File: src/rtl/gbe_pkg.sv
package gbe_pkg;

  localparam int unsigned DATA_W        = 32;
  localparam int unsigned OFF_W         = 6;
  localparam int unsigned KIND_W        = 2;
  localparam int unsigned FSEL_W        = 3;
  localparam int unsigned PINS_PER_FSEL = 10;
  localparam int unsigned FSEL_WORDS    = 4;
  localparam int unsigned FSEL_BITS     = FSEL_W * PINS_PER_FSEL;
  localparam int unsigned MAX_PINS      = 32;

  typedef enum logic [KIND_W-1:0] {
    KIND_READ  = 2'd0,
    KIND_WRITE = 2'd1,
    KIND_TICK  = 2'd2,
    KIND_IDLE  = 2'd3
  } kind_e;

  typedef enum logic [1:0] {
    PULL_OFF  = 2'd0,
    PULL_DOWN = 2'd1,
    PULL_UP   = 2'd2,
    PULL_RSVD = 2'd3
  } pull_e;

  // Bus word offsets.
  localparam logic [OFF_W-1:0] OFF_FSEL0  = 6'd0;
  localparam logic [OFF_W-1:0] OFF_FSEL1  = 6'd1;
  localparam logic [OFF_W-1:0] OFF_FSEL2  = 6'd2;
  localparam logic [OFF_W-1:0] OFF_FSEL3  = 6'd3;
  localparam logic [OFF_W-1:0] OFF_SET    = 6'd7;
  localparam logic [OFF_W-1:0] OFF_CLR    = 6'd10;
  localparam logic [OFF_W-1:0] OFF_LEV    = 6'd13;
  localparam logic [OFF_W-1:0] OFF_EDS    = 6'd16;
  localparam logic [OFF_W-1:0] OFF_REN    = 6'd19;
  localparam logic [OFF_W-1:0] OFF_FEN    = 6'd22;
  localparam logic [OFF_W-1:0] OFF_PUD    = 6'd37;
  localparam logic [OFF_W-1:0] OFF_PUDCLK = 6'd38;

  localparam logic [FSEL_W-1:0] FUNC_OUTPUT = 3'b001;

  // One accepted transfer, decoded, as every lane sees it.
  typedef struct packed {
    logic              rd;
    logic              wr;
    logic              tick;
    logic [OFF_W-1:0]  offset;
    logic [DATA_W-1:0] wdata;
  } cmd_t;

  // State of one pin lane.
  typedef struct packed {
    logic [FSEL_W-1:0] fsel;
    logic              latch;
    logic              ren;
    logic              fen;
    logic              evt;
    logic              newest;
    logic              pclk;
    logic              pu;
    logic              pd;
  } lane_t;

  // Words assembled from all lanes.
  typedef struct packed {
    logic [DATA_W-1:0] rd_word;
    logic [DATA_W-1:0] drive;
    logic [DATA_W-1:0] oe;
    logic              irq;
    logic [DATA_W-1:0] pu;
    logic [DATA_W-1:0] pd;
  } merge_t;

endpackage

File: src/rtl/gbe_if.sv
interface gbe_in_if;
  logic                          valid;
  logic                          ready;
  logic [gbe_pkg::KIND_W-1:0]    kind;
  logic [gbe_pkg::OFF_W-1:0]     reg_offset;
  logic [gbe_pkg::DATA_W-1:0]    write_data;
  logic [gbe_pkg::DATA_W-1:0]    pin_levels;

  modport source (output valid, kind, reg_offset, write_data, pin_levels, input ready);
  modport sink   (input valid, kind, reg_offset, write_data, pin_levels, output ready);
endinterface

interface gbe_out_if;
  logic                          valid;
  logic                          ready;
  logic [gbe_pkg::DATA_W-1:0]    read_data;
  logic [gbe_pkg::DATA_W-1:0]    pin_drive;
  logic [gbe_pkg::DATA_W-1:0]    pin_output_enable;
  logic                          irq;
  logic [gbe_pkg::DATA_W-1:0]    pull_up_mask;
  logic [gbe_pkg::DATA_W-1:0]    pull_down_mask;

  modport source (output valid, read_data, pin_drive, pin_output_enable, irq,
                  pull_up_mask, pull_down_mask, input ready);
  modport sink   (input valid, read_data, pin_drive, pin_output_enable, irq,
                  pull_up_mask, pull_down_mask, output ready);
endinterface

File: src/rtl/gbe_lane.sv
module gbe_lane #(
  parameter int unsigned LANE = 0
) (
  input  logic            clk_i,
  input  logic            rst_ni,
  input  gbe_pkg::cmd_t   cmd_i,
  input  logic            level_i,
  input  gbe_pkg::pull_e  pull_mode_i,
  output gbe_pkg::lane_t  lane_o
);

  localparam int unsigned FselWord = LANE / gbe_pkg::PINS_PER_FSEL;
  localparam int unsigned FselLsb  = gbe_pkg::FSEL_W * (LANE % gbe_pkg::PINS_PER_FSEL);
  localparam logic [gbe_pkg::OFF_W-1:0] FselOff = FselWord[gbe_pkg::OFF_W-1:0];

  logic [gbe_pkg::FSEL_W-1:0] fsel_q, fsel_d;
  logic latch_q, latch_d, ren_q, ren_d, fen_q, fen_d, evt_q, evt_d;
  logic newest_q, newest_d, older_q, older_d, pclk_q, pclk_d;
  logic pu_q, pu_d, pd_q, pd_d;
  logic wbit, rise, fall;

  assign wbit = cmd_i.wdata[LANE];
  assign rise = !older_q && newest_q && level_i;
  assign fall = older_q && !newest_q && !level_i;

  always_comb begin
    fsel_d   = fsel_q;
    latch_d  = latch_q;
    ren_d    = ren_q;
    fen_d    = fen_q;
    evt_d    = evt_q;
    newest_d = newest_q;
    older_d  = older_q;
    pclk_d   = pclk_q;
    if (cmd_i.wr) begin
      if (cmd_i.offset == FselOff) fsel_d = cmd_i.wdata[FselLsb +: gbe_pkg::FSEL_W];
      if (cmd_i.offset == gbe_pkg::OFF_SET && wbit) latch_d = 1'b1;
      if (cmd_i.offset == gbe_pkg::OFF_CLR && wbit) latch_d = 1'b0;
      if (cmd_i.offset == gbe_pkg::OFF_EDS && wbit) evt_d = 1'b0;
      if (cmd_i.offset == gbe_pkg::OFF_REN) ren_d = wbit;
      if (cmd_i.offset == gbe_pkg::OFF_FEN) fen_d = wbit;
      if (cmd_i.offset == gbe_pkg::OFF_PUDCLK) pclk_d = wbit;
    end
    if (cmd_i.tick) begin
      evt_d    = evt_q || (rise && ren_q) || (fall && fen_q);
      older_d  = newest_q;
      newest_d = level_i;
    end
    // Pull latch follows the clock bit as it stands after the write.
    pu_d = pu_q;
    pd_d = pd_q;
    if (pclk_d) begin
      unique case (pull_mode_i)
        gbe_pkg::PULL_OFF:  begin pu_d = 1'b0; pd_d = 1'b0; end
        gbe_pkg::PULL_DOWN: begin pu_d = 1'b0; pd_d = 1'b1; end
        gbe_pkg::PULL_UP:   begin pu_d = 1'b1; pd_d = 1'b0; end
        default:            begin pu_d = pu_q; pd_d = pd_q; end
      endcase
    end
  end

  always_ff @(posedge clk_i or negedge rst_ni) begin
    if (!rst_ni) begin
      fsel_q   <= '0;
      latch_q  <= 1'b0;
      ren_q    <= 1'b0;
      fen_q    <= 1'b0;
      evt_q    <= 1'b0;
      newest_q <= 1'b0;
      older_q  <= 1'b0;
      pclk_q   <= 1'b0;
      pu_q     <= 1'b0;
      pd_q     <= 1'b0;
    end else begin
      fsel_q   <= fsel_d;
      latch_q  <= latch_d;
      ren_q    <= ren_d;
      fen_q    <= fen_d;
      evt_q    <= evt_d;
      newest_q <= newest_d;
      older_q  <= older_d;
      pclk_q   <= pclk_d;
      pu_q     <= pu_d;
      pd_q     <= pd_d;
    end
  end

  assign lane_o = '{fsel: fsel_q, latch: latch_q, ren: ren_q, fen: fen_q, evt: evt_q,
                    newest: newest_q, pclk: pclk_q, pu: pu_q, pd: pd_q};

endmodule

File: src/rtl/gbe_merge.sv
module gbe_merge #(
  parameter int unsigned PIN_COUNT = 32
) (
  input  gbe_pkg::lane_t             lanes_i [PIN_COUNT],
  input  logic [gbe_pkg::OFF_W-1:0]  offset_i,
  input  gbe_pkg::pull_e             pull_mode_i,
  output gbe_pkg::merge_t            merge_o
);

  logic [gbe_pkg::FSEL_WORDS*gbe_pkg::FSEL_BITS-1:0] fsel_flat;
  logic [gbe_pkg::DATA_W-1:0] lev_w, eds_w, ren_w, fen_w, pclk_w;
  logic [gbe_pkg::DATA_W-1:0] drive_w, oe_w, pu_w, pd_w, rd_w;

  always_comb begin
    fsel_flat = '0;
    lev_w     = '0;
    eds_w     = '0;
    ren_w     = '0;
    fen_w     = '0;
    pclk_w    = '0;
    drive_w   = '0;
    oe_w      = '0;
    pu_w      = '0;
    pd_w      = '0;
    for (int p = 0; p < PIN_COUNT; p++) begin
      fsel_flat[gbe_pkg::FSEL_W*p +: gbe_pkg::FSEL_W] = lanes_i[p].fsel;
      lev_w[p]   = lanes_i[p].newest;
      eds_w[p]   = lanes_i[p].evt;
      ren_w[p]   = lanes_i[p].ren;
      fen_w[p]   = lanes_i[p].fen;
      pclk_w[p]  = lanes_i[p].pclk;
      drive_w[p] = lanes_i[p].latch;
      oe_w[p]    = (lanes_i[p].fsel == gbe_pkg::FUNC_OUTPUT);
      pu_w[p]    = lanes_i[p].pu;
      pd_w[p]    = lanes_i[p].pd;
    end
  end

  // Read mux; unmapped and write-only words read zero.
  always_comb begin
    unique case (offset_i)
      gbe_pkg::OFF_FSEL0:  rd_w = 32'(fsel_flat[0*gbe_pkg::FSEL_BITS +: gbe_pkg::FSEL_BITS]);
      gbe_pkg::OFF_FSEL1:  rd_w = 32'(fsel_flat[1*gbe_pkg::FSEL_BITS +: gbe_pkg::FSEL_BITS]);
      gbe_pkg::OFF_FSEL2:  rd_w = 32'(fsel_flat[2*gbe_pkg::FSEL_BITS +: gbe_pkg::FSEL_BITS]);
      gbe_pkg::OFF_FSEL3:  rd_w = 32'(fsel_flat[3*gbe_pkg::FSEL_BITS +: gbe_pkg::FSEL_BITS]);
      gbe_pkg::OFF_LEV:    rd_w = lev_w;
      gbe_pkg::OFF_EDS:    rd_w = eds_w;
      gbe_pkg::OFF_REN:    rd_w = ren_w;
      gbe_pkg::OFF_FEN:    rd_w = fen_w;
      gbe_pkg::OFF_PUD:    rd_w = 32'(pull_mode_i);
      gbe_pkg::OFF_PUDCLK: rd_w = pclk_w;
      default:             rd_w = '0;
    endcase
  end

  assign merge_o = '{rd_word: rd_w, drive: drive_w, oe: oe_w, irq: |eds_w,
                     pu: pu_w, pd: pd_w};

endmodule

File: src/rtl/gpio_bank_with_edge_events.sv
// The result of a transfer is registered and shown in the cycle after it is accepted.
// Throughput: one transfer per cycle; a held result does not block the next transfer
//   unless it is still waiting when that transfer arrives.
// Reset: asynchronous, active low; clears every pin lane, the pull mode and the
//   result valid flag. No clearing pass.
module gpio_bank_with_edge_events #(
  parameter int unsigned PIN_COUNT = 32
) (
  input  logic        clk_i,
  input  logic        rst_ni,
  gbe_in_if.sink      in_i,
  gbe_out_if.source   out_o
);

  // Handshake: a new transfer enters when the result slot is empty or is being
  // drained in the same cycle. All pin state lives in the lanes and only moves
  // on an accepted transfer, so the live lane words stay valid as the result
  // for as long as the slot holds.
  logic accept;
  logic out_valid_q, out_valid_d;
  logic [gbe_pkg::DATA_W-1:0] rdata_q, rdata_d;

  gbe_pkg::kind_e  kind;
  gbe_pkg::cmd_t   cmd;
  gbe_pkg::pull_e  pull_mode_q, pull_mode_d;
  gbe_pkg::lane_t  lanes [PIN_COUNT];
  gbe_pkg::merge_t merged;

  assign in_i.ready = !out_valid_q || out_o.ready;
  assign accept     = in_i.valid && in_i.ready;
  assign kind       = gbe_pkg::kind_e'(in_i.kind);

  // Decode the transfer once; every lane picks out its own bits.
  always_comb begin
    cmd.rd     = 1'b0;
    cmd.wr     = 1'b0;
    cmd.tick   = 1'b0;
    cmd.offset = in_i.reg_offset;
    cmd.wdata  = in_i.write_data;
    if (accept) begin
      unique case (kind)
        gbe_pkg::KIND_READ:  cmd.rd   = 1'b1;
        gbe_pkg::KIND_WRITE: cmd.wr   = 1'b1;
        gbe_pkg::KIND_TICK:  cmd.tick = 1'b1;
        default:             cmd.rd   = 1'b0;
      endcase
    end
  end

  // Pull mode is shared by all pins; lanes see the value after this transfer's
  // write so the pull latch acts on the freshly written mode.
  always_comb begin
    pull_mode_d = pull_mode_q;
    if (cmd.wr && cmd.offset == gbe_pkg::OFF_PUD) begin
      pull_mode_d = gbe_pkg::pull_e'(cmd.wdata[1:0]);
    end
  end

  for (genvar g = 0; g < PIN_COUNT; g++) begin : g_lane
    gbe_lane #(
      .LANE (g)
    ) u_lane (
      .clk_i       (clk_i),
      .rst_ni      (rst_ni),
      .cmd_i       (cmd),
      .level_i     (in_i.pin_levels[g]),
      .pull_mode_i (pull_mode_d),
      .lane_o      (lanes[g])
    );
  end

  // Merge the lanes: read word from pre-transfer state, status words from live state.
  gbe_merge #(
    .PIN_COUNT (PIN_COUNT)
  ) u_merge (
    .lanes_i     (lanes),
    .offset_i    (in_i.reg_offset),
    .pull_mode_i (pull_mode_q),
    .merge_o     (merged)
  );

  // Capture read data on accept; anything but a read returns zero.
  assign rdata_d = cmd.rd ? merged.rd_word : '0;

  always_comb begin
    out_valid_d = out_valid_q;
    if (accept) begin
      out_valid_d = 1'b1;
    end else if (out_o.ready) begin
      out_valid_d = 1'b0;
    end
  end

  always_ff @(posedge clk_i or negedge rst_ni) begin
    if (!rst_ni) begin
      out_valid_q <= 1'b0;
      pull_mode_q <= gbe_pkg::PULL_OFF;
    end else begin
      out_valid_q <= out_valid_d;
      pull_mode_q <= pull_mode_d;
    end
  end

  // Payload register: no reset needed.
  always_ff @(posedge clk_i) begin
    if (accept) begin
      rdata_q <= rdata_d;
    end
  end

  assign out_o.valid             = out_valid_q;
  assign out_o.read_data         = rdata_q;
  assign out_o.pin_drive         = merged.drive;
  assign out_o.pin_output_enable = merged.oe;
  assign out_o.irq               = merged.irq;
  assign out_o.pull_up_mask      = merged.pu;
  assign out_o.pull_down_mask    = merged.pd;

endmodule

File: src/flat_wrapper.sv
// flat-port wrapper written by rule: the top's interface ports become plain ports
module gpio_bank_with_edge_events_flat 
#(
  parameter int unsigned PIN_COUNT = 32
)
  (clk_i, rst_ni, in_i_valid, in_i_kind, in_i_reg_offset, in_i_write_data, in_i_pin_levels, in_i_ready, out_o_valid, out_o_read_data, out_o_pin_drive, out_o_pin_output_enable, out_o_irq, out_o_pull_up_mask, out_o_pull_down_mask, out_o_ready);
  gbe_in_if in_i_i ();
  gbe_out_if out_o_i ();
  input  logic clk_i;
  input  logic rst_ni;
  input wire logic [$bits(in_i_i.valid)-1:0] in_i_valid;
  input wire logic [$bits(in_i_i.kind)-1:0] in_i_kind;
  input wire logic [$bits(in_i_i.reg_offset)-1:0] in_i_reg_offset;
  input wire logic [$bits(in_i_i.write_data)-1:0] in_i_write_data;
  input wire logic [$bits(in_i_i.pin_levels)-1:0] in_i_pin_levels;
  output wire logic [$bits(in_i_i.ready)-1:0] in_i_ready;
  output wire logic [$bits(out_o_i.valid)-1:0] out_o_valid;
  output wire logic [$bits(out_o_i.read_data)-1:0] out_o_read_data;
  output wire logic [$bits(out_o_i.pin_drive)-1:0] out_o_pin_drive;
  output wire logic [$bits(out_o_i.pin_output_enable)-1:0] out_o_pin_output_enable;
  output wire logic [$bits(out_o_i.irq)-1:0] out_o_irq;
  output wire logic [$bits(out_o_i.pull_up_mask)-1:0] out_o_pull_up_mask;
  output wire logic [$bits(out_o_i.pull_down_mask)-1:0] out_o_pull_down_mask;
  input wire logic [$bits(out_o_i.ready)-1:0] out_o_ready;
  assign in_i_i.valid = in_i_valid;
  assign in_i_i.kind = in_i_kind;
  assign in_i_i.reg_offset = in_i_reg_offset;
  assign in_i_i.write_data = in_i_write_data;
  assign in_i_i.pin_levels = in_i_pin_levels;
  assign in_i_ready = in_i_i.ready;
  assign out_o_valid = out_o_i.valid;
  assign out_o_read_data = out_o_i.read_data;
  assign out_o_pin_drive = out_o_i.pin_drive;
  assign out_o_pin_output_enable = out_o_i.pin_output_enable;
  assign out_o_irq = out_o_i.irq;
  assign out_o_pull_up_mask = out_o_i.pull_up_mask;
  assign out_o_pull_down_mask = out_o_i.pull_down_mask;
  assign out_o_i.ready = out_o_ready;
  gpio_bank_with_edge_events #(.PIN_COUNT(PIN_COUNT)) u_core (.clk_i(clk_i), .rst_ni(rst_ni), .in_i(in_i_i), .out_o(out_o_i));
endmodule
File: config.mk
export PLATFORM = sky130hd
export DESIGN_NAME = gpio_bank_with_edge_events_flat
export DESIGN_NICKNAME = d
export VERILOG_FILES = /design/src/rtl/gbe_pkg.sv /design/src/rtl/gbe_if.sv /design/src/rtl/gbe_lane.sv /design/src/rtl/gbe_merge.sv /design/src/rtl/gpio_bank_with_edge_events.sv /design/src/flat_wrapper.sv
export SDC_FILE = /design/constraint.sdc
export NUM_CORES = 1
export LEC_CHECK = 0
export BUFFER_PORTS_ARGS = -buffer_cell sky130_fd_sc_hd__buf_2
export CORE_MARGIN = 3
export CORE_UTILIZATION = 59
export DETAILED_ROUTE_END_ITERATION = 10
export PLACE_DENSITY_LB_ADDON = 0.1
export REMOVE_ABC_BUFFERS = 1
export SYNTH_ARGS = -nofsm -noshare
export SYNTH_HDL_FRONTEND = slang
export SYNTH_SLANG_ARGS = --single-unit
File: constraint.sdc
create_clock -name clk_i -period 2.5 [get_ports clk_i]
set_clock_uncertainty 0.05 [all_clocks]
set_input_delay 0.125 -clock clk_i [delete_from_list [all_inputs] [get_ports clk_i]]
set_output_delay 0.125 -clock clk_i [all_outputs]
set_load 0.05 [all_outputs]
# Word level (Yosys, flattened, before mapping)
# Cells that the tools add are included.
classes:
  reduce_logical: 660
  mux: 234
  n_eq_ne: 47
ops:
  columns: ["operator", "count"]
  rows:
  - ["$pmux 32 s10", 1]
  - ["$logic_and 1x1->1", 290]
  - ["$reduce_and 2->1", 134]
  - ["$mux 1", 229]
  - ["$reduce_bool 2->1", 68]
  - ["$logic_not 1->1", 97]
  - ["$eq 3x1->1 const B", 32]
  - ["$logic_or 1x1->1", 65]
  - ["$reduce_or 32->1", 1]
  - ["$eq 6x5->1 const B", 3]
  - ["$eq 6x2->1 const B", 2]
  - ["$eq 6x4->1 const B", 2]
  - ["$eq 6x6->1 const B", 2]
  - ["$eq 6x1->1 const B", 1]
  - ["$eq 6x3->1 const B", 1]
  - ["$logic_not 6->1", 1]
  - ["$eq 2x1->1 const B", 2]
  - ["$eq 2x2->1 const B", 2]
  - ["$logic_not 2->1", 2]
  - ["$pmux 1 s2", 2]
  - ["$reduce_or 2->1", 2]
  - ["$mux 3", 1]
  - ["$mux 2", 1]
totals:
  regBits: 419
  elab_cells: 1264
  out_inout_bits: 163
  in_bits: 76

# Longest topological paths before layout
logic_depth:
  word_depth: 10
  mapped_depth: 9
  mapped_depth_nobuf: 5

# Cells and area by module
# From an unflattened synthesis, not the netlist that was laid out.
unflattened:
  hier_cells: 2464
  area_unflattened_um2: 25887.3
modules_own_cells:
  columns: ["mod", "cells_each", "instances", "area_each_um2"]
  rows:
  - ["gbe_lane at u_core.g_lane[20].u_lane ...", 58, 10, 669.4]
  - ["gbe_lane at u_core.g_lane[10].u_lane ...", 60, 10, 664.4]
  - ["gbe_lane at u_core.g_lane[1].u_lane ...", 60, 9, 658.1]
  - ["gbe_merge", 482, 1, 3223.1]
  - ["gbe_lane at u_core.g_lane[30].u_lane ...", 59, 2, 685.7]
  - ["gpio_bank_with_edge_events", 83, 1, 1370.1]
  - ["gbe_lane at u_core.g_lane[0].u_lane", 61, 1, 661.9]

# Least setup slack after synthesis
# No wires, ideal clock.
synth_path:
  path_type: "register to register"
  from: "register u_core.out_valid_q, in the netlist u_core.out_o.valid"
  to: "register u_core.g_lane[21].u_lane.pd_q"
  arrival_ns: 2.218
  required_time_ns: 2.324
  slack_ns: 0.106
  setup_time_ns: 0.126
  path_stages_with_launch: 9
  cell_sequence: "dfrtp_1 > nand2b_1 > buf_2 > nand4b_1 > buf_2 > o21ai_1 > clkbuf_1 > o211ai_1 > a21boi_1"
synth_via:
  elab_chain_cells: 10
synth_rtl:
  columns: ["element", "line_no", "source"]
  rows:
  - ["start, declared", "gpio_bank_with_edge_events.sv:20", "logic out_valid_q, out_valid_d;"]
  - ["start signal, assigned", "gpio_bank_with_edge_events.sv:99", "out_valid_q <= out_valid_d;"]
  - ["$logic_not 1->1 (*)", "gpio_bank_with_edge_events.sv:29", "assign in_i.ready = !out_valid_q || out_o.ready;"]
  - ["$logic_or 1x1->1 (*)", "gpio_bank_with_edge_events.sv:29", null]
  - ["named net in_i_ready", "flat_wrapper.sv:16", "output wire logic [$bits(in_i_i.ready)-1:0] in_i_ready;"]
  - ["$logic_and 1x1->1 (*)", "gpio_bank_with_edge_events.sv:30", "assign accept = in_i.valid && in_i.ready;"]
  - ["$mux 3 (*)", "gpio_bank_with_edge_events.sv:40", "if (accept) begin"]
  - ["$logic_and 1x1->1", "gpio_bank_with_edge_events.sv:54", "if (cmd.wr && cmd.offset == gbe_pkg::OFF_PUD) begin"]
  - ["$mux 2", "gpio_bank_with_edge_events.sv:54", null]
  - ["$eq 2x2->1 / $logic_not 2->1 (equally long branches)", "gbe_lane.sv:53", "unique case (pull_mode_i)"]
  - ["$reduce_or 2->1 (no source line)", null, null]
  - ["$reduce_bool 2->1 (no source line)", null, null]
  - ["$reduce_and 2->1 (no source line)", null, null]
  - ["end signal, assigned", "gbe_lane.sv:84", "pd_q <= pd_d;"]
  - ["end, declared", "gbe_lane.sv:19", "logic pu_q, pu_d, pd_q, pd_d;"]
# The timed path passes the listed nets; every way through them passes the cells marked *.
# A chain may end at the register's enable or synchronous reset.

# Final worst setup path
layout_path:
  from: "register u_core.g_lane[30].u_lane.evt_q"
  to: "output port out_o_irq"
layout_via:
  elab_chain_cells: 1
layout_rtl:
  columns: ["element", "line_no", "source"]
  rows:
  - ["start, declared", "gbe_lane.sv:17", "logic latch_q, latch_d, ren_q, ren_d, fen_q, fen_d, evt_q, evt_d;"]
  - ["start signal, assigned", "gbe_lane.sv:79", "evt_q <= evt_d;"]
  - ["$reduce_or 32->1", "gbe_merge.sv:56", "assign merge_o = '{rd_word: rd_w, drive: drive_w, oe: oe_w, irq: |eds_w,"]
  - ["end, declared", "flat_wrapper.sv:21", "output wire logic [$bits(out_o_i.irq)-1:0] out_o_irq;"]
# No other way between the ends.

==> results.toml <==
[yosys]
synth_common_cells = "dfrtp_1 (387), mux2_2 (183), buf_4 (141)"
synth-seq-area-share = 0.523
yosys.area.top_type_share = 0.476
synth_edf_count = 32
ys_types = 51
avgSynthCellArea_um2 = 11.7
synth_most_common_cell = "dfrtp_1"
ys_ff_latch = 419
syn-cell-area_um2 = 20400
yosys.area.top_type = "dfrtp_1"
async_flop_share = 0.924
ys_warn_count = 0
synth.area.top_cells = "dfrtp_1 (48%), mux2_2 (10%), buf_4 (5.2%), edfxtp_1 (4.7%), a31oi_1 (2.9%)"
syn_inst = 1744
synthFlopType = "dfrtp_1"

[grt]
track_usage = 0.321
grt_max_degree = 71
grt_overflow = 0
grt_pass1_vias = 15448
antenna_found_initial = 2
grt_first_pass_wirelength_um = 90500

[place]
hpwl_um = 37700
portBuffers = 238
place_area_um2 = 21400
place.gp.congestion = 0.891
post-place-cells = 2232

[cells_and_area]
area_growth_pct = 15.5
multiInputGateArea_um2 = 7790
seqCellArea_um2 = 10600
final_nets = 1973
final_area_um2 = 23500
fill_cells = 2459
drive_gt1_frac = 0.337
layout.cells.non_filler = 2381

[critical_path]
cp.arrival_ns = 2.27
rrSetupSlack_ns = 0.18
crit_path_start_kind = "register"
reg2reg_depth = 6
cp-end-kind = "output port"
required_ns = 2.33
worstPathMaxFanout = 3
r2r-end = "u_core.g_lane[17].u_lane.pd_q"
r2r-start = "u_core.out_o.valid"
crit_type = "register to output port"

[die]
dieArea_um2 = 36800
core_area_um2 = 33800
die_h_um = 192
row_count = 67
fp.dieW_um = 192
initial_utilization = 0.603
ioPinCount = 239

[power_and_ir_drop]
p_leak_nw = 10.8
power.total_mw = 19.6
power_per_cell_area_nw_per_um2 = 832
ir_drop_v = 0.000588

[clocking]
htree_levels = 2
cts.sinks = 419
cts_buffers = 44
clkTransAtPathRegs_ns = 0.06
clk_latency_ns = 0.54
cts_root_buffer = "clkbuf_16"
cts_buffer_depth = 3
cts_tree = "done"

[detailed_routing]
viasPerCell = 6.38
ant_nets = 0
dr.pass1.iters = 7
wl_per_cell_um = 24.6
first_iter_violations = 1277
via_count = 15182
drc = 0
routed_wirelength_um = 58500

[timing]
min_period_ns = 2.44
rsz0062_at_grt = "no"
hold_viol = 0
fmax_mhz = 409
worstMarginPinSlew_ns = 0.650
drv_slew = 0
period_share = 0.977
finalHoldWorstSlack_ns = 0.0946
tns_ns = 0
max_slew_margin = 0.567
setup_violations = 0

[min_path]
worstHoldPathType = "primary input to asynchronous set/reset pin"

[outcome]
status = "finished, final reports clean"

[run]
max_cap_violations = 0
state kept, by name, indices dropped and copies added (netlist names), 32 cells and up:
register and flops:
u_core.g_lane.u_lane.evt_q 32, u_core.g_lane.u_lane.fen_q 32, u_core.g_lane.u_lane.fsel_q 96, u_core.g_lane.u_lane.latch_q 32
u_core.g_lane.u_lane.newest_q 32, u_core.g_lane.u_lane.older_q 32, u_core.g_lane.u_lane.pclk_q 32, u_core.g_lane.u_lane.pd_q 32
u_core.g_lane.u_lane.pu_q 32, u_core.g_lane.u_lane.ren_q 32, u_core.out_o.read_data 32
cell usage in the layout (no fill, tap or decap), types with 45 or more instances in the layout:
| cell | instances |
|---|---|
| a21boi_0 | 62 |
| a22oi_1 | 59 |
| a31oi_1 | 96 |
| buf_2 | 237 |
| buf_4 | 47 |
| clkbuf_16 | 45 |
| dfrtp_1 | 387 |
| dlygate4sd3_1 | 67 |
| inv_1 | 98 |
| mux2_2 | 183 |
| o211ai_1 | 64 |
| o21ai_0 | 63 |
routing by layer:
layer | global-route usage | wire length, µm
met5 | 0 | 0
met4 | 0.0979 | 1650
met3 | 0.0549 | 4670
met2 | 0.513 | 27400
met1 | 0.452 | 24800
critical path: stages, from the launching register on:
cell and delay (ns):
dfrtp_1 0.45, nor4_2 0.26, buf_4 0.16, nand4_1 0.22
or2_2 0.41, buf_2 0.22
kinds of logic (layout without fill, tap and decap cells):
logic type             count (synthesis)  after routing  share of synthesized area
AO/OA/AOI/OAI                        486            486                      0.172
flip-flops                           419            419                      0.523
buffers and inverters                367            554                      0.100
AND/OR/NAND/NOR                      247            247                     0.0756
multiplexers                         224            224                      0.129
XOR/XNOR                               1              1                   0.000430
other                                  0              2                          0
final cells by class:
type                    instances  area share
multi-input cells             958       0.331
clock buffers                  69      0.0555
inverters                      98      0.0156
diodes                          2    0.000213
flip-flops and latches        419       0.453
well taps                     448      0.0238
repair buffers                376       0.115
clock inverters                11     0.00575
stage by stage:
stage               worst slack [ns]  utilization
finish                        0.0570        0.696
global route                  0.0256        0.696
CTS                           0.0135        0.695
detailed placement             0.274        0.633
global placement               0.333        0.633
floorplan                      -3.16            -
power breakdown:
group          total, mW  switching [mW]  internal (mW)
combinational       4.51            3.28           1.23
clock               6.57            2.67           3.89
sequential          8.48           0.641           7.84
total               19.6            6.60           13.0
worst max-delay path by stage:
stage | startpoint | endpoint | slack [ns] | cells past startpoint
finish | u_core.g_lane[30].u_lane.evt_q | out_o_irq | 0.06 | 5
floorplan | u_core.out_o.valid | u_core.g_lane[16].u_lane.pd_q | -3.16 | 5
global route | u_core.g_lane[30].u_lane.evt_q | out_o_irq | 0.03 | 5
detailed placement | u_core.out_o.valid | u_core.g_lane[29].u_lane.pd_q | 0.27 | 6
global placement | u_core.out_o.valid | u_core.g_lane[20].u_lane.ren_q | 0.33 | 6
CTS | u_core.g_lane[2].u_lane.evt_q | out_o_irq | 0.01 | 4
what timing repair did:
| item | 4_1_cts | 5_1_grt |
|---|---|---|
| buffers inserted | 0 | 0 |
| endpoints found under the setup margin | 0 | 1 |
| resized for setup | 0 | 3 |
| hold buffers | 67 | 0 |
| endpoints found under the hold margin | 349 | 0 |
(Power assumes the default switching activity.)
